## src/rtl/wind_vane_direction_decode_defines.svh

```systemverilog
// Assertion macros shared by the wind vane decoder RTL.
`ifndef WIND_VANE_DIRECTION_DECODE_DEFINES_SVH
`define WIND_VANE_DIRECTION_DECODE_DEFINES_SVH

// Same-cycle implication, disabled while reset is asserted.
`define WVD_ASSERT_IMPLY(label, clk, rst_n, ante, cons) \
  label: assert property (@(posedge clk) disable iff (!rst_n) (ante) |-> (cons)) \
    else $error("wind vane decoder: same-cycle check failed");

// Next-cycle implication, disabled while reset is asserted.
`define WVD_ASSERT_NEXT(label, clk, rst_n, ante, cons) \
  label: assert property (@(posedge clk) disable iff (!rst_n) (ante) |=> (cons)) \
    else $error("wind vane decoder: next-cycle check failed");

`endif

```

## src/rtl/wvd_pkg.sv

```systemverilog
// Types and constants of the wind vane direction decoder.
`default_nettype none

package wvd_pkg;

  // Field widths
  localparam int SMP_W     = 12;
  localparam int CNT_W     = 7;
  localparam int SUM_W     = 18;
  localparam int HEAD_W    = 9;
  localparam int IDX_FLD_W = 4;
  localparam int OFFS_W    = 10;
  localparam int PADDR_W   = 4;
  localparam int PDATA_W   = 32;

  // Arithmetic constants
  localparam int MAX_SAMPLES = 64;
  localparam int DEG_MAX     = 359;
  localparam int DEG_FULL    = 360;
  localparam int PROD_W      = SMP_W + HEAD_W;
  localparam int LIN_SHIFT   = SMP_W;
  localparam int TOT_W       = 11;
  localparam int WRAP_BIAS   = 2 * DEG_FULL;

  // Input commands
  localparam logic CMD_SAMPLE    = 1'b0;
  localparam logic CMD_CAL_WRITE = 1'b1;

  // Register indexes (paddr[3:2])
  localparam logic [1:0] REG_SAMPLE_COUNT = 2'd0;
  localparam logic [1:0] REG_CAL_MODE     = 2'd1;
  localparam logic [1:0] REG_CAL_USED     = 2'd2;
  localparam logic [1:0] REG_NORTH_OFFS   = 2'd3;

  typedef struct packed {
    logic                 command;
    logic [SMP_W-1:0]     adc_sample;
    logic [IDX_FLD_W-1:0] entry_index;
    logic [SMP_W-1:0]     entry_adc;
    logic [HEAD_W-1:0]    entry_heading;
  } wvd_in_t;

  typedef struct packed {
    logic [HEAD_W-1:0]    heading_deg;
    logic [SMP_W-1:0]     averaged_adc;
    logic [IDX_FLD_W-1:0] matched_entry;
  } wvd_out_t;

  typedef enum logic [6:0] {
    S_IDLE = 7'b0000001,
    S_DIV  = 7'b0000010,
    S_WALK = 7'b0000100,
    S_MUL  = 7'b0001000,
    S_LIN  = 7'b0010000,
    S_SUM  = 7'b0100000,
    S_WRAP = 7'b1000000
  } wvd_state_t;

endpackage

`default_nettype wire

```

## src/rtl/wvd_div.sv

```systemverilog
// Restoring radix-2 divider, one quotient bit per cycle.
`default_nettype none

module wvd_div #(
  parameter int N_W = 18,
  parameter int D_W = 7
) (
  input  wire logic           clk,
  input  wire logic           rst_n,
  input  wire logic           start,
  input  wire logic [N_W-1:0] dividend,
  input  wire logic [D_W-1:0] divisor,
  output logic                done,
  output logic [N_W-1:0]      quotient
);

  localparam int C_W = $clog2(N_W + 1);

  logic           busy_r, busy_nxt;
  logic           done_r, done_nxt;
  logic [C_W-1:0] cnt_r, cnt_nxt;
  logic [D_W-1:0] rem_r, rem_nxt;
  logic [N_W-1:0] quo_r, quo_nxt;
  logic [D_W-1:0] dvs_r, dvs_nxt;

  logic [D_W:0]   shifted;
  logic [D_W:0]   trial;
  logic           fits;

  // Trial subtract of the partial remainder
  assign shifted = {rem_r, quo_r[N_W-1]};
  assign trial   = shifted - {1'b0, dvs_r};
  assign fits    = shifted >= {1'b0, dvs_r};

  // Iteration control
  always_comb begin
    busy_nxt = busy_r;
    done_nxt = 1'b0;
    cnt_nxt  = cnt_r;
    rem_nxt  = rem_r;
    quo_nxt  = quo_r;
    dvs_nxt  = dvs_r;
    if (start) begin
      busy_nxt = 1'b1;
      cnt_nxt  = C_W'(N_W);
      rem_nxt  = '0;
      quo_nxt  = dividend;
      dvs_nxt  = divisor;
    end else if (busy_r) begin
      rem_nxt = fits ? trial[D_W-1:0] : shifted[D_W-1:0];
      quo_nxt = {quo_r[N_W-2:0], fits};
      cnt_nxt = cnt_r - 1'b1;
      if (cnt_r == C_W'(1)) begin
        busy_nxt = 1'b0;
        done_nxt = 1'b1;
      end
    end
  end

  always_ff @(posedge clk) begin
    if (!rst_n) begin
      busy_r <= 1'b0;
      done_r <= 1'b0;
      cnt_r  <= '0;
    end else begin
      busy_r <= busy_nxt;
      done_r <= done_nxt;
      cnt_r  <= cnt_nxt;
    end
  end

  always_ff @(posedge clk) begin
    rem_r <= rem_nxt;
    quo_r <= quo_nxt;
    dvs_r <= dvs_nxt;
  end

  assign done     = done_r;
  assign quotient = quo_r;

endmodule

`default_nettype wire

```

## src/rtl/wind_vane_direction_decode.sv

```systemverilog
// Wind vane direction decoder: sample averaging, calibration lookup, north offset.
//
//   channel  | direction | handshake          | payload
//   ---------+-----------+--------------------+------------------------------
//   in_      | to block  | in_valid/in_stall  | wvd_in_t (sample or cal write)
//   out_     | from block| out_valid/out_stall| wvd_out_t (heading result)
//   cfg      | to block  | APB psel/penable   | four 32-bit registers
//
// A calibration write or a non-final sample of a burst does not stall the input.
// A burst-ending sample passes through the transfer, the bit-serial divider,
// then multiply and map in linear mode or one table read per used entry and
// a drain of the walk in calibrated mode, then the offset and wrap steps.
// rst_n is synchronous; the calibration memory has no reset.
// A result waits in the output register; a new result holds the sequencer in
// the wrap step, with the input stalled, until that register is free.
`default_nettype none
`include "wind_vane_direction_decode_defines.svh"

module wind_vane_direction_decode
  import wvd_pkg::*;
#(
  parameter int CAL_ENTRIES = 16
) (
  input  wire logic               clk,
  input  wire logic               rst_n,
  // input channel
  input  wire logic               in_valid,
  output logic                    in_stall,
  input  wire wvd_in_t            in_data,
  // result channel
  output logic                    out_valid,
  input  wire logic               out_stall,
  output wvd_out_t                out_data,
  // configuration port
  input  wire logic               psel,
  input  wire logic               penable,
  input  wire logic               pwrite,
  input  wire logic [PADDR_W-1:0] paddr,
  input  wire logic [PDATA_W-1:0] pwdata,
  output logic [PDATA_W-1:0]      prdata,
  output logic                    pready
);

  localparam int IDX_W = (CAL_ENTRIES > 1) ? $clog2(CAL_ENTRIES) : 1;
  localparam int UW    = $clog2(CAL_ENTRIES + 1);
  localparam int ENT_W = SMP_W + HEAD_W;

  // Configuration registers
  logic [CNT_W-1:0]         sample_count_r;
  logic                     cal_mode_r;
  logic [4:0]               cal_used_r;
  logic signed [OFFS_W-1:0] north_offs_r;
  logic                     cfg_wr;
  logic [1:0]               cfg_idx;

  // Sequencer and datapath
  wvd_state_t        state_r, state_nxt;
  logic [SUM_W-1:0]  sum_r, sum_nxt;
  logic [CNT_W-1:0]  taken_r, taken_nxt;
  logic [SMP_W-1:0]  avg_r, avg_nxt;
  logic [UW-1:0]     issue_cnt_r, issue_cnt_nxt;
  logic              rd_vld_r;
  logic [IDX_W-1:0]  rd_idx_r;
  logic [ENT_W-1:0]  rd_q_r;
  logic [SMP_W-1:0]  best_r, best_nxt;
  logic [IDX_W-1:0]  match_r, match_nxt;
  logic [HEAD_W-1:0] raw_r, raw_nxt;
  logic [PROD_W-1:0] prod_r, prod_nxt;
  logic [TOT_W-1:0]  tot_r, tot_nxt;
  logic              out_valid_r, out_valid_nxt;
  wvd_out_t          out_data_r, out_data_nxt;

  logic [ENT_W-1:0]  cal_mem [CAL_ENTRIES];

  logic              in_acc;
  logic              is_sample;
  logic              burst_done;
  logic [CNT_W-1:0]  limit_c;
  logic [CNT_W-1:0]  taken_inc;
  logic [SUM_W-1:0]  sum_inc;
  logic              wr_en;
  logic [IDX_W-1:0]  wr_addr;
  logic              rd_en;
  logic [UW-1:0]     used_c;
  logic              div_done;
  logic [SUM_W-1:0]  div_quo;
  logic [SMP_W-1:0]  rd_adc;
  logic [HEAD_W-1:0] rd_head;
  logic [SMP_W-1:0]  diff;
  logic              take;
  logic [PROD_W:0]   lin_sum;
  logic [TOT_W-1:0]  wrapped;
  logic              out_free;

  // APB register file
  assign pready  = 1'b1;
  assign cfg_wr  = psel && penable && pwrite;
  assign cfg_idx = paddr[3:2];

  always_ff @(posedge clk) begin
    if (!rst_n) begin
      sample_count_r <= CNT_W'(16);
      cal_mode_r     <= 1'b0;
      cal_used_r     <= '0;
      north_offs_r   <= '0;
    end else if (cfg_wr) begin
      case (cfg_idx)
        REG_SAMPLE_COUNT: sample_count_r <= pwdata[CNT_W-1:0];
        REG_CAL_MODE:     cal_mode_r     <= pwdata[0];
        REG_CAL_USED:     cal_used_r     <= pwdata[4:0];
        REG_NORTH_OFFS:   north_offs_r   <= $signed(pwdata[OFFS_W-1:0]);
        default: ;
      endcase
    end
  end

  always_comb begin
    case (cfg_idx)
      REG_SAMPLE_COUNT: prdata = PDATA_W'(sample_count_r);
      REG_CAL_MODE:     prdata = PDATA_W'(cal_mode_r);
      REG_CAL_USED:     prdata = PDATA_W'(cal_used_r);
      REG_NORTH_OFFS:   prdata = PDATA_W'(north_offs_r);
      default:          prdata = '0;
    endcase
  end

  // Input transfer and burst accounting
  assign in_stall  = (state_r != S_IDLE);
  assign in_acc    = in_valid && !in_stall;
  assign is_sample = (in_data.command == CMD_SAMPLE);

  always_comb begin
    if (sample_count_r == '0) begin
      limit_c = CNT_W'(1);
    end else if (sample_count_r > CNT_W'(MAX_SAMPLES)) begin
      limit_c = CNT_W'(MAX_SAMPLES);
    end else begin
      limit_c = sample_count_r;
    end
  end

  assign taken_inc  = taken_r + 1'b1;
  assign sum_inc    = sum_r + SUM_W'(in_data.adc_sample);
  assign burst_done = in_acc && is_sample && (taken_inc >= limit_c);

  // Entries in use, clamped to the table depth
  assign used_c = (int'(cal_used_r) > CAL_ENTRIES) ? UW'(CAL_ENTRIES) : UW'(cal_used_r);

  // Calibration table memory: one write port, one registered read port
  assign wr_en   = in_acc && (in_data.command == CMD_CAL_WRITE) &&
                   (int'(in_data.entry_index) < CAL_ENTRIES);
  assign wr_addr = IDX_W'(in_data.entry_index);
  assign rd_en   = (state_r == S_WALK) && (issue_cnt_r < used_c);

  always_ff @(posedge clk) begin
    if (wr_en) begin
      cal_mem[wr_addr] <= {in_data.entry_adc, in_data.entry_heading};
    end
    if (rd_en) begin
      rd_q_r <= cal_mem[issue_cnt_r[IDX_W-1:0]];
    end
  end

  // Averaging divider
  wvd_div #(
    .N_W(SUM_W),
    .D_W(CNT_W)
  ) u_div (
    .clk      (clk),
    .rst_n    (rst_n),
    .start    (burst_done),
    .dividend (sum_inc),
    .divisor  (taken_inc),
    .done     (div_done),
    .quotient (div_quo)
  );

  // Nearest-entry compare on the registered read data
  assign rd_adc  = rd_q_r[ENT_W-1:HEAD_W];
  assign rd_head = rd_q_r[HEAD_W-1:0];
  assign diff    = (avg_r >= rd_adc) ? (avg_r - rd_adc) : (rd_adc - avg_r);
  assign take    = rd_vld_r && ((rd_idx_r == '0) || (diff < best_r));

  // Linear map: divide by 4095 via x/4096 correction (quotient < 4096)
  assign lin_sum = (PROD_W+1)'(prod_r) + (PROD_W+1)'(prod_r >> LIN_SHIFT) + 1'b1;

  // Final reduction into 0..359; tot_r already carries a +720 bias
  always_comb begin
    if (tot_r >= TOT_W'(4 * DEG_FULL)) begin
      wrapped = tot_r - TOT_W'(4 * DEG_FULL);
    end else if (tot_r >= TOT_W'(3 * DEG_FULL)) begin
      wrapped = tot_r - TOT_W'(3 * DEG_FULL);
    end else if (tot_r >= TOT_W'(2 * DEG_FULL)) begin
      wrapped = tot_r - TOT_W'(2 * DEG_FULL);
    end else if (tot_r >= TOT_W'(DEG_FULL)) begin
      wrapped = tot_r - TOT_W'(DEG_FULL);
    end else begin
      wrapped = tot_r;
    end
  end

  assign out_free = !out_valid_r || !out_stall;

  // Sequencer
  always_comb begin
    state_nxt     = state_r;
    sum_nxt       = sum_r;
    taken_nxt     = taken_r;
    avg_nxt       = avg_r;
    issue_cnt_nxt = issue_cnt_r;
    best_nxt      = best_r;
    match_nxt     = match_r;
    raw_nxt       = raw_r;
    prod_nxt      = prod_r;
    tot_nxt       = tot_r;
    out_data_nxt  = out_data_r;
    out_valid_nxt = out_valid_r && out_stall;

    case (state_r)
      S_IDLE: begin
        if (in_acc && is_sample) begin
          if (burst_done) begin
            sum_nxt   = '0;
            taken_nxt = '0;
            state_nxt = S_DIV;
          end else begin
            sum_nxt   = sum_inc;
            taken_nxt = taken_inc;
          end
        end
      end
      S_DIV: begin
        if (div_done) begin
          avg_nxt       = div_quo[SMP_W-1:0];
          match_nxt     = '0;
          issue_cnt_nxt = '0;
          state_nxt     = (cal_mode_r && (used_c != '0)) ? S_WALK : S_MUL;
        end
      end
      S_WALK: begin
        if (rd_en) begin
          issue_cnt_nxt = issue_cnt_r + 1'b1;
        end
        if (take) begin
          best_nxt  = diff;
          match_nxt = rd_idx_r;
          raw_nxt   = rd_head;
        end
        if (!rd_vld_r && (issue_cnt_r == used_c)) begin
          state_nxt = S_SUM;
        end
      end
      S_MUL: begin
        prod_nxt  = PROD_W'(avg_r) * PROD_W'(DEG_MAX);
        state_nxt = S_LIN;
      end
      S_LIN: begin
        raw_nxt   = HEAD_W'(lin_sum >> LIN_SHIFT);
        state_nxt = S_SUM;
      end
      S_SUM: begin
        tot_nxt   = TOT_W'(raw_r) + TOT_W'(north_offs_r) + TOT_W'(WRAP_BIAS);
        state_nxt = S_WRAP;
      end
      S_WRAP: begin
        if (out_free) begin
          out_valid_nxt              = 1'b1;
          out_data_nxt.heading_deg   = wrapped[HEAD_W-1:0];
          out_data_nxt.averaged_adc  = avg_r;
          out_data_nxt.matched_entry = IDX_FLD_W'(match_r);
          state_nxt                  = S_IDLE;
        end
      end
      default: begin
        state_nxt = S_IDLE;
      end
    endcase
  end

  // Control registers
  always_ff @(posedge clk) begin
    if (!rst_n) begin
      state_r     <= S_IDLE;
      sum_r       <= '0;
      taken_r     <= '0;
      issue_cnt_r <= '0;
      rd_vld_r    <= 1'b0;
      out_valid_r <= 1'b0;
    end else begin
      state_r     <= state_nxt;
      sum_r       <= sum_nxt;
      taken_r     <= taken_nxt;
      issue_cnt_r <= issue_cnt_nxt;
      rd_vld_r    <= rd_en;
      out_valid_r <= out_valid_nxt;
    end
  end

  // Payload registers
  always_ff @(posedge clk) begin
    avg_r      <= avg_nxt;
    rd_idx_r   <= issue_cnt_r[IDX_W-1:0];
    best_r     <= best_nxt;
    match_r    <= match_nxt;
    raw_r      <= raw_nxt;
    prod_r     <= prod_nxt;
    tot_r      <= tot_nxt;
    out_data_r <= out_data_nxt;
  end

  assign out_valid = out_valid_r;
  assign out_data  = out_data_r;

  // Checks
  `WVD_ASSERT_IMPLY(a_taken_below_max, clk, rst_n, 1'b1, taken_r < CNT_W'(MAX_SAMPLES))
  `WVD_ASSERT_IMPLY(a_div_done_in_div, clk, rst_n, div_done, state_r == S_DIV)
  `WVD_ASSERT_IMPLY(a_walk_read_in_range, clk, rst_n, rd_vld_r,
                    (state_r == S_WALK) && (UW'(rd_idx_r) < used_c))
  `WVD_ASSERT_NEXT(a_wrap_loads_result, clk, rst_n, (state_r == S_WRAP) && out_free,
                   out_valid && (state_r == S_IDLE))

endmodule

`default_nettype wire
```

## config.mk

```make
export PLATFORM = sky130hd
export DESIGN_NAME = wind_vane_direction_decode
export DESIGN_NICKNAME = d
export VERILOG_FILES = /design/src/rtl/wvd_pkg.sv /design/src/rtl/wvd_div.sv /design/src/rtl/wind_vane_direction_decode.sv
export VERILOG_INCLUDE_DIRS = /design/src /design/src/rtl
export SDC_FILE = /design/constraint.sdc
export NUM_CORES = 1
export LEC_CHECK = 0
export BUFFER_PORTS_ARGS = -buffer_cell sky130_fd_sc_hd__buf_4
export CORE_MARGIN = 4
export CORE_UTILIZATION = 56
export CTS_CLUSTER_SIZE = 28
export DETAILED_ROUTE_END_ITERATION = 8
export PLACE_DENSITY = 0.74
export SETUP_SLACK_MARGIN = 0.3
export SYNTH_ARGS = -nofsm -noshare
export SYNTH_HDL_FRONTEND = slang
export SYNTH_HIERARCHICAL = 1
export SYNTH_SLANG_ARGS = --single-unit
```

## constraint.sdc

```tcl
create_clock -name clk -period 11.6 [get_ports clk]
set_input_delay 1.74 -clock clk [delete_from_list [all_inputs] [get_ports clk]]
set_output_delay 1.74 -clock clk [all_outputs]
set_load 0.1 [all_outputs]
```

==> impl_metrics.toml, run 1 <==
[die]
io_pins = 141
die_w_um = 228.2
dieArea_um2 = 52080
core_region_area_um2 = 47850
die_y_um = 228.2
initial_core_util_pct = 56.76
num_rows = 80

[status]
status = "complete, no violations"

[finish]
antenna_cells = 0
most-common-layout-cells = "476 x edfxtp_1, 167 x inv_1, 164 x ha_1"
area_growth_pct = 11.79
final_core_util_pct = 63.46
fin_nets = 2285
drive_gt1_share_pct = 18.89
final_common_cell = "edfxtp_1"
nFillCells = 3416

[cts]
clockRootBuffer = "clkbuf_16"
clkSlewWorstSetupHoldPaths_ps = 70
cts_max_path_buffers = 3
clock-sinks = 556
cts.hold.buffers_added = 0
cts_inserted_buffers = 55
htree_levels = 2
tritoncts = "built"
clk_latency_ps = 610
post_cts_buffers = 0
cts_resized = 0

[setup_path]
cp.required_ps = 11820
max_stage_delay_ps = 680
crit_chain = "inv_1, ha_1, a21oi_1, o21ai_0, or2_2, nor2_2, o21ai_0, xnor2_1, ha_1, a21o_1, a21o_1, a21o_1, a21o_1, a211oi_1, o21a_1, o211ai_1, inv_1"
crit_arrival_ps = 5860
crit_family = "compound AO/OA/AOI/OAI gates"
crit_top_cell = "a21o_1"
cp-end-kind = "flop"
cp_max_fo = 15
path_buf_inv = 2
worst_setup_path_start_kind = "flop"
slowest_stage = "edfxtp_1"
crit_type = "flop to flop"

[grt]
grt_pass1_vias = 15870
grt_pass1_wl_um = 91890
grt_overflow = 0
grt_start_max_net_pins = 50
antenna_found_initial = 0
grtUsageTotal_pct = 22.57

[hold_path]
hp-class = "flop to flop"

[synth]
yosysUniqueCellTypes = 89
syn_area_um2 = 27160
synth-edff-count = 476
ys_ff_latch = 556
postSynthCellCount = 1896
synth_ff_type = "edfxtp_1"
ys_warn_count = 6
syn-num-nets = 2183
async_flop_share_pct = 0
synth-seq-area-share_pct = 58.53
synth.avg_cell_area_um2 = 14.32

[power]
finalPower_w = 0.004301
pwr_density_cell_nw_per_um2 = 141.7
p_leak_nw = 11.25
vdd_drop_max_mv = 0.1495

[route]
drt_pass1_iterations = 5
wire_per_inst_um = 22.21
avgViaCountPerCell = 5.938
vias = 15780
drcViolationCount = 0
wirelength_um = 59030
ant_nets = 0
initialDrtViolationCount = 1305

[placed_design]
gp_congestion = 0.8957
io_buffers = 115
dp_hpwl_um = 37940

[timing]
tns_ps = 0
maxSlewViolCount = 0
rsz0062_at_grt = "false"
finalHoldViolCount = 0
max-slew-margin-rel_pct = 23.28
tightest_slew_ps = 1147
setup_violations = 0
max_freq_ghz = 0.1776
hold_slack_ps = 409.1
period_share_pct = 48.55
period_minus_slack_ps = 5632
clock-skew-final_ps = 39.61

[job]
maxCapViolCount = 0
-- final timing paths --
kind	start	to	slack [ps]	depth (start not counted)
worst max-delay path	avg_r[9]	best_r[6]	5970	17
worst min-delay path	match_r[2]	out_data[2]	410	0
worst max register to register	avg_r[9]	best_r[6]	5970	17
worst min register to register	match_r[2]	out_data[2]	410	0
-- area by class of cell --
| type | count | area (µm²) | area share, % |
|---|---|---|---|
| timing repair buffer | 130 | 975.9 | 3.214 |
| multi-input combinational | 1087 | 10310 | 33.97 |
| clock inverter | 36 | 341.6 | 1.125 |
| clock buffer | 66 | 1428 | 4.702 |
| tap | 615 | 769.5 | 2.534 |
| inverter | 168 | 630.6 | 2.077 |
| sequential | 556 | 15900 | 52.38 |
-- cell usage after synthesis (4+ instances only) --
cell type	number	area share, %
a31oi_1	9	0.21
xnor2_1	45	1.5
mux4_2	106	8.8
or3_1	6	0.14
and3_1	20	0.46
dfxtp_1	80	5.9
buf_2	12	0.22
a211oi_1	18	0.50
o31ai_1	10	0.28
xor2_1	28	0.90
o21bai_1	8	0.22
nor4_1	6	0.14
and2_1	10	0.23
a22o_1	6	0.19
edfxtp_1	476	53
o22ai_1	4	0.092
mux2i_1	28	1.0
nor2_1	108	1.5
mux2_2	22	0.91
a41o_1	6	0.22
clkbuf_1	39	0.54
nor3b_1	6	0.17
nor2b_1	13	0.30
o21ai_0	56	1.0
nand4_1	14	0.32
o21a_1	13	0.36
nor3_1	24	0.44
fa_1	42	3.1
nand2_1	90	1.2
nand3b_1	6	0.17
o311ai_0	4	0.13
nand3_1	33	0.61
a21oi_1	69	1.3
a21o_1	17	0.47
o211ai_1	5	0.14
inv_1	167	2.3
nand2b_1	16	0.37
buf_4	24	0.66
buf_1	6	0.083
ha_1	164	7.6
-- power by group --
group          switching, W  internal, W
sequential        0.0000201      0.00219
clock              0.000749     0.000992
combinational      0.000218     0.000128
total              0.000988      0.00331
-- flip-flops by register name (all words and copies together), names as in the netlist, 7 cells and up --
signal,count
cal_mem,336
out_data,25
prod_r,21
rd_q_r,21
sum_r,18
u_div/quotient,18
avg_r,12
best_r,12
tot_r,11
north_offs_r,10
raw_r,9
sample_count_r,7
state_r,7
taken_r,7
u_div/dvs_r,7
u_div/rem_r,7
-- worst reg2reg max path: cells and delay by family, from the launching register on --
kind | cells | cell delay [ps]
AOI/OAI and AO/OA | 10 | 1910
and+or+nand+nor | 2 | 950
buffers and inverters | 2 | 740
adders and majority gates | 2 | 730
DFF | 1 | 680
xor gates and xnor gates | 1 | 230
-- metrics by stage --
| step | instance area, µm² | setup WS, ps | instances |
|---|---|---|---|
| floorplan | 27160 | 5559 | 1896 |
| global placement | 28590 | 6015 | 2556 |
| detailed placement | 28590 | 5945 | 2556 |
| CTS | 30360 | 5894 | 2658 |
| global route | 30360 | 5647 | 2658 |
| finish | 30360 | 5968 | 2658 |
-- routing by layer --
metal / vias to the layer above / wire length (µm) / track usage (%) / part of all wire (%)
met3: 104 / 3264 / 3.630 / 5.5
met5: - / 0 / 0 / 0
li1: 7316 / - / - / -
met1: 7869 / 23610 / 29.06 / 40
met2: 495 / 30740 / 40.08 / 52
met4: 0 / 1425 / 6.181 / 2.4
-- kinds of logic (layout without fill, tap and decap cells) --
logic type                 Yosys count  count (layout)  synth area share [%]
AOI/OAI and AO/OA                  272             272                 6.759
xor gates and xnor gates            73              73                 2.354
adders and majority gates          206             206                 10.65
buffers and inverters              253             400                 3.948
DFF                                556             556                 58.53
muxes                              157             157                 10.79
other                                1               1               0.01381
and+or+nand+nor                    378             378                 6.957
Power figures use the tool's default switching activity.
==> inputs of run 2 (changes only) <==
PLACE_DENSITY = 0.77   (was 0.74)
clock period = 5.1 ns   (was 11.6 ns; I/O delays follow)
==> run 2 against run 1 <==
Die area did not move. Clock power rose to 2.5 times the previous value. Fmax rose by 19%. Routed wire length rose by 6.3%. Sequential power rose by 130%. Power rose by 140%. First-iteration DRC count rose by 23%. Combinational power rose by 130%. Clock skew rose by 0.83 ps. Sequential share of layout area fell by 0.89 points. Largest power group unchanged.
==> impl_metrics.toml, run 2 (synthesis results as in run 1) <==
[timing]
max-slew-margin-rel_pct = 23.71
max_freq_ghz = 0.2118
maxSlewViolCount = 0
clock-skew-final_ps = 40.45
worst_slack_ps = 377.5
hold_slack_ps = 394.9
tightest_slew_ps = 1144
period_share_pct = 92.60
finalHoldViolCount = 0
tns_ps = 0
rsz0062_at_grt = "false"
period_minus_slack_ps = 4722
setup_violations = 0

[setup_path]
reg2reg_slack_ps = 380
worst_setup_path_start_kind = "flop"
crit_type = "flop to flop"
rr_worst_depth = 20
max_stage_delay_ps = 530
crit_family = "compound AO/OA/AOI/OAI gates"
cp.required_ps = 5420
slowest_stage = "edfxtp_1"
cp-end-kind = "flop"
path_buf_inv = 5
cp_max_fo = 12
crit_chain = "inv_1, ha_1, nand4_2, a311oi_2, or2_4, nor2_4, buf_4, mux2i_2, xor2_1, ha_1, a21o_1, a21o_1, a21o_1, a21o_1, a211oi_1, o21a_1, o211ai_1, buf_4, buf_4, inv_6"
r2r_end = "best_r[8]"
crit_arrival_ps = 5040
r2r-start = "avg_r[5]"
crit_top_cell = "a21o_1"

[route]
drt_pass1_iterations = 6
drcViolationCount = 0
avgViaCountPerCell = 6.006
initialDrtViolationCount = 1600
wirelength_um = 62720
wire_per_inst_um = 23.30
ant_nets = 0
vias = 16170

[cts]
tritoncts = "built"
clk_latency_ps = 660
clkSlewWorstSetupHoldPaths_ps = 60
clock-sinks = 556
cts_inserted_buffers = 56
cts_max_path_buffers = 3
clockRootBuffer = "clkbuf_16"
htree_levels = 2
cts.hold.buffers_added = 0

[power]
vdd_drop_max_mv = 0.3806
pwr_density_cell_nw_per_um2 = 332.4
finalPower_w = 0.01027
p_leak_nw = 11.50

[finish]
nFillCells = 3348
largest_reg_flops = 336
seqCellArea_um2 = 15900
most-common-layout-cells = "476 x edfxtp_1, 165 x inv_1, 163 x ha_1"
drive_gt1_share_pct = 21.14
final_common_cell = "edfxtp_1"
area_growth_pct = 13.73
top_register = "cal_mem"
fin_cells = 2692
fin_nets = 2317
multi_input_area_um2 = 10370
antenna_cells = 0

[placed_design]
dp_hpwl_um = 39340
io_buffers = 115
gp_congestion = 0.8550
numPlacedInstances = 2575
place_ws_ps = 114.4

[job]
maxCapViolCount = 0

[hold_path]
holdPathStages = 3
hp-start = "pwdata[6]"
min_to = "sample_count_r[6]"
hp-class = "input pin to flop"

[grt]
grt_start_max_net_pins = 47
antenna_found_initial = 0
grt_pass1_wl_um = 97100
grtUsageTotal_pct = 24.02
grt_overflow = 0
grt_pass1_vias = 16510

[die]
die_y_um = 228.2
dieArea_um2 = 52080
initial_core_util_pct = 56.76
io_pins = 141
die_w_um = 228.2
core_region_area_um2 = 47850
num_rows = 80

[status]
status = "complete, no violations"
## run 2: changes by cell type in the layout (fill, tap and decap cells not counted), sizes merged
| cell | before | now |
|---|---|---|
| buf | 130 | 160 |
| bufinv | 5 | 11 |
| clkbuf | 66 | 65 |
| clkinv | 29 | 23 |
| clkinvlp | 2 | 4 |
| inv | 168 | 170 |
| nand2 | 90 | 91 |
## run 2: per-stage QoR
stage          util [%]  area [µm²]
6_report          64.56       30890
5_1_grt           64.56       30890
4_1_cts           64.25       30740
3_5_place_dp      60.08       28750
3_3_place_gp      60.08       28750
2_1_floorplan         -       27160
## run 2: per-layer routing
| layer | wire, µm | part of all wire [%] | GRT usage [%] |
|---|---|---|---|
| met2 | 32360 | 52 | 41.88 |
| met1 | 24660 | 39 | 31.24 |
| met5 | 0 | 0 | 0 |
| met4 | 1540 | 2.5 | 7.405 |
| met3 | 4164 | 6.6 | 3.880 |
## run 2: report_power, final
part	switching, W	total [W]	internal [W]
Clock	0.00184	0.00443	0.00260
Sequential	0.0000483	0.00504	0.00499
Combinational	0.000502	0.000793	0.000291
## run 2: repair_timing
item / CTS / global route
endpoints found under the setup margin: 21 / 29
gates cloned: 0 / 1
setup buffers: 0 / 11
gates resized for setup: 2 / 18
pin swaps: 0 / 8
## run 2: how the worst max path moves through the flow
stage,startpoint,endpoint,depth (start not counted)
after CTS,avg_r[1],best_r[11],18
after global routing,avg_r[5],best_r[7],19
after global placement,avg_r[1],best_r[1],18
final,avg_r[5],best_r[8],20
after detailed placement,avg_r[1],best_r[11],18
after floorplan,avg_r[4],prod_r[20],15
## run 2: layout make-up
| cell class | count | share of cell area [%] |
|---|---|---|
| Tap cell | 615 | 2.491 |
| Multi-Input combinational cell | 1088 | 33.57 |
| Clock buffer | 65 | 4.646 |
| Clock inverter | 40 | 1.794 |
| Sequential cell | 556 | 51.49 |
| Inverter | 168 | 2.058 |
| Timing Repair Buffer | 160 | 3.953 |
## run 2: worst register-to-register path, stage by stage (launching register included)
cell and delay [ps]:
edfxtp_1 530, inv_1 80, ha_1 440, nand4_2 190, a311oi_2 320, or2_4 210
nor2_4 60, buf_4 160, mux2i_2 150, xor2_1 180, ha_1 190, a21o_1 170
a21o_1 170, a21o_1 170, a21o_1 180, a211oi_1 300, o21a_1 260, o211ai_1 130
buf_4 200, buf_4 150, inv_6 120
==> inputs of run 3 (changes only) <==
==> constraint.sdc (replaced) <==
create_clock -name clk -period 5.1 [get_ports clk]
set_input_delay 1.275 -clock clk [delete_from_list [all_inputs] [get_ports clk]]
set_output_delay 1.275 -clock clk [all_outputs]
set_load 0.1 [all_outputs]
==> run 3 against run 2 <==
Register-to-register slack better by 70 ps. Count of clock-buffer cells in the layout down 4. Non-clock buffer count up 6. Core utilization about the same. Sequential power about the same. Die area unchanged. Flip-flop and latch count unchanged. Clock skew up 8.8 ps. Global-route usage down 0.66 points. Routed wire length down 2.6%. Via count down 0.61%. Critical path type unchanged. Critical endpoint is now prod_r[20]. Largest cell class unchanged.
==> impl_metrics.toml, run 3 (synthesis results as in run 1) <==
[timing]
maxSlewViolCount = 0
hold_slack_ps = 424.1
setup_violations = 0
finalHoldViolCount = 0
period_share_pct = 91.21
tns_ps = 0
worst_slack_ps = 448.1
max_freq_ghz = 0.2150
clock-skew-final_ps = 49.23
period_minus_slack_ps = 4652
rsz0062_at_grt = "true"
max-slew-margin-rel_pct = 19.26
tightest_slew_ps = 1207

[cts]
htree_levels = 2
clk_latency_ps = 640
clkSlewWorstSetupHoldPaths_ps = 60
tritoncts = "built"
cts_inserted_buffers = 57
cts_max_path_buffers = 3
clock-sinks = 556
clockRootBuffer = "clkbuf_16"

[grt]
antenna_found_initial = 0
grt_pass1_wl_um = 95050
grt_start_max_net_pins = 58
grtUsageTotal_pct = 23.36
grt_pass1_vias = 16450
grt_overflow = 0

[die]
num_rows = 80
core_region_area_um2 = 47850
die_w_um = 228.2
io_pins = 141
die_y_um = 228.2
initial_core_util_pct = 56.76
dieArea_um2 = 52080

[finish]
largest_reg_flops = 336
drive_gt1_share_pct = 21.44
fin_nets = 2324
area_growth_pct = 13.68
antenna_cells = 0
most-common-layout-cells = "476 x edfxtp_1, 167 x inv_1, 163 x buf_4"
final_common_cell = "edfxtp_1"
top_register = "cal_mem"

[route]
drt_pass1_iterations = 5
vias = 16070
initialDrtViolationCount = 1388
wire_per_inst_um = 22.62
drcViolationCount = 0
ant_nets = 0
wirelength_um = 61090
avgViaCountPerCell = 5.951

[placed_design]
dp_hpwl_um = 39100
place_ws_ps = 176.9
io_buffers = 115
gp_congestion = 0.8564

[power]
vdd_drop_max_mv = 0.3422
pwr_density_cell_nw_per_um2 = 328.7
p_leak_nw = 11.50

[status]
status = "complete, no violations"

[setup_path]
cp-end-kind = "flop"
cp_max_fo = 4
cp.required_ps = 5460
crit_arrival_ps = 5010
crit_type = "flop to flop"
worst_setup_path_start_kind = "flop"

[job]
maxCapViolCount = 0

[hold_path]
hp-class = "flop to flop"
-- run 3: cell count changes in the layout (fill, tap and decap cells not counted), sizes merged --
| cell | before | now |
|---|---|---|
| buf | 160 | 166 |
| bufinv | 11 | 8 |
| clkbuf | 65 | 61 |
| clkinv | 23 | 28 |
| clkinvlp | 4 | 10 |
| inv | 170 | 168 |
-- run 3: metrics by stage --
step	total power (W)	std cells	utilization, %	instance area [µm²]
2_1_floorplan	0.005680	1896	-	27160
3_3_place_gp	0.005887	2572	60.02	28720
3_5_place_dp	0.005918	2572	60.02	28720
4_1_cts	0.01021	2691	64.33	30780
5_1_grt	0.01049	2700	64.53	30870
6_report	0.01015	2700	64.53	30870
-- run 3: critical path: stages (launching register included) --
cell and delay [ps]:
edfxtp_1 450, buf_6 170, fa_1 460, ha_1 330, fa_1 490, inv_1 60, fa_1 530, inv_1 40
ha_1 220, or3_4 410, o21bai_1 190, a21oi_2 210, o21bai_2 110, a2111oi_4 350, o311ai_1 130, a21oi_1 160
xnor2_1 90
-- run 3: path summary, 6_finish.rpt --
check             depth (start not counted)  startpoint           to  slack [ps]
hold reg to reg                           0  match_r[3]  out_data[3]         420
setup / recovery                         16    avg_r[9]   prod_r[20]         450
hold / removal                            0  match_r[3]  out_data[3]         420
setup reg to reg                         16    avg_r[9]   prod_r[20]         450
-- run 3: layer usage --
layer | wire (µm) | GRT usage, % | up-vias
met1 | 24230 | 29.78 | 8039
met5 | 0 | 0 | -
met4 | 1698 | 7.118 | 0
li1 | - | - | 7382
met3 | 3454 | 3.256 | 98
met2 | 31710 | 41.78 | 550
-- run 3: layout make-up --
| cell class | count | area, µm² |
|---|---|---|
| Sequential cell | 556 | 15900 |
| Multi-Input combinational cell | 1088 | 10350 |
| Tap cell | 615 | 769.5 |
| Clock buffer | 61 | 1441 |
| Clock inverter | 46 | 524.3 |
| Fill cell | 3325 | 16970 |
| Inverter | 168 | 630.6 |
| Timing Repair Buffer | 166 | 1257 |
-- run 3: repair_timing --
action | 4_1_cts | 5_1_grt
setup buffers | 12 | 8
cloned | 0 | 1
setup endpoints to repair | 24 | 28
pin swaps | 0 | 8
hold buffers | 0 | 0
gates resized for setup | 2 | 11
-- run 3: power breakdown --
part / internal [W] / switching (W)
Combinational: 0.000291 / 0.000508
Sequential: 0.00499 / 0.0000476
Clock: 0.00248 / 0.00183
Total: 0.00776 / 0.00239
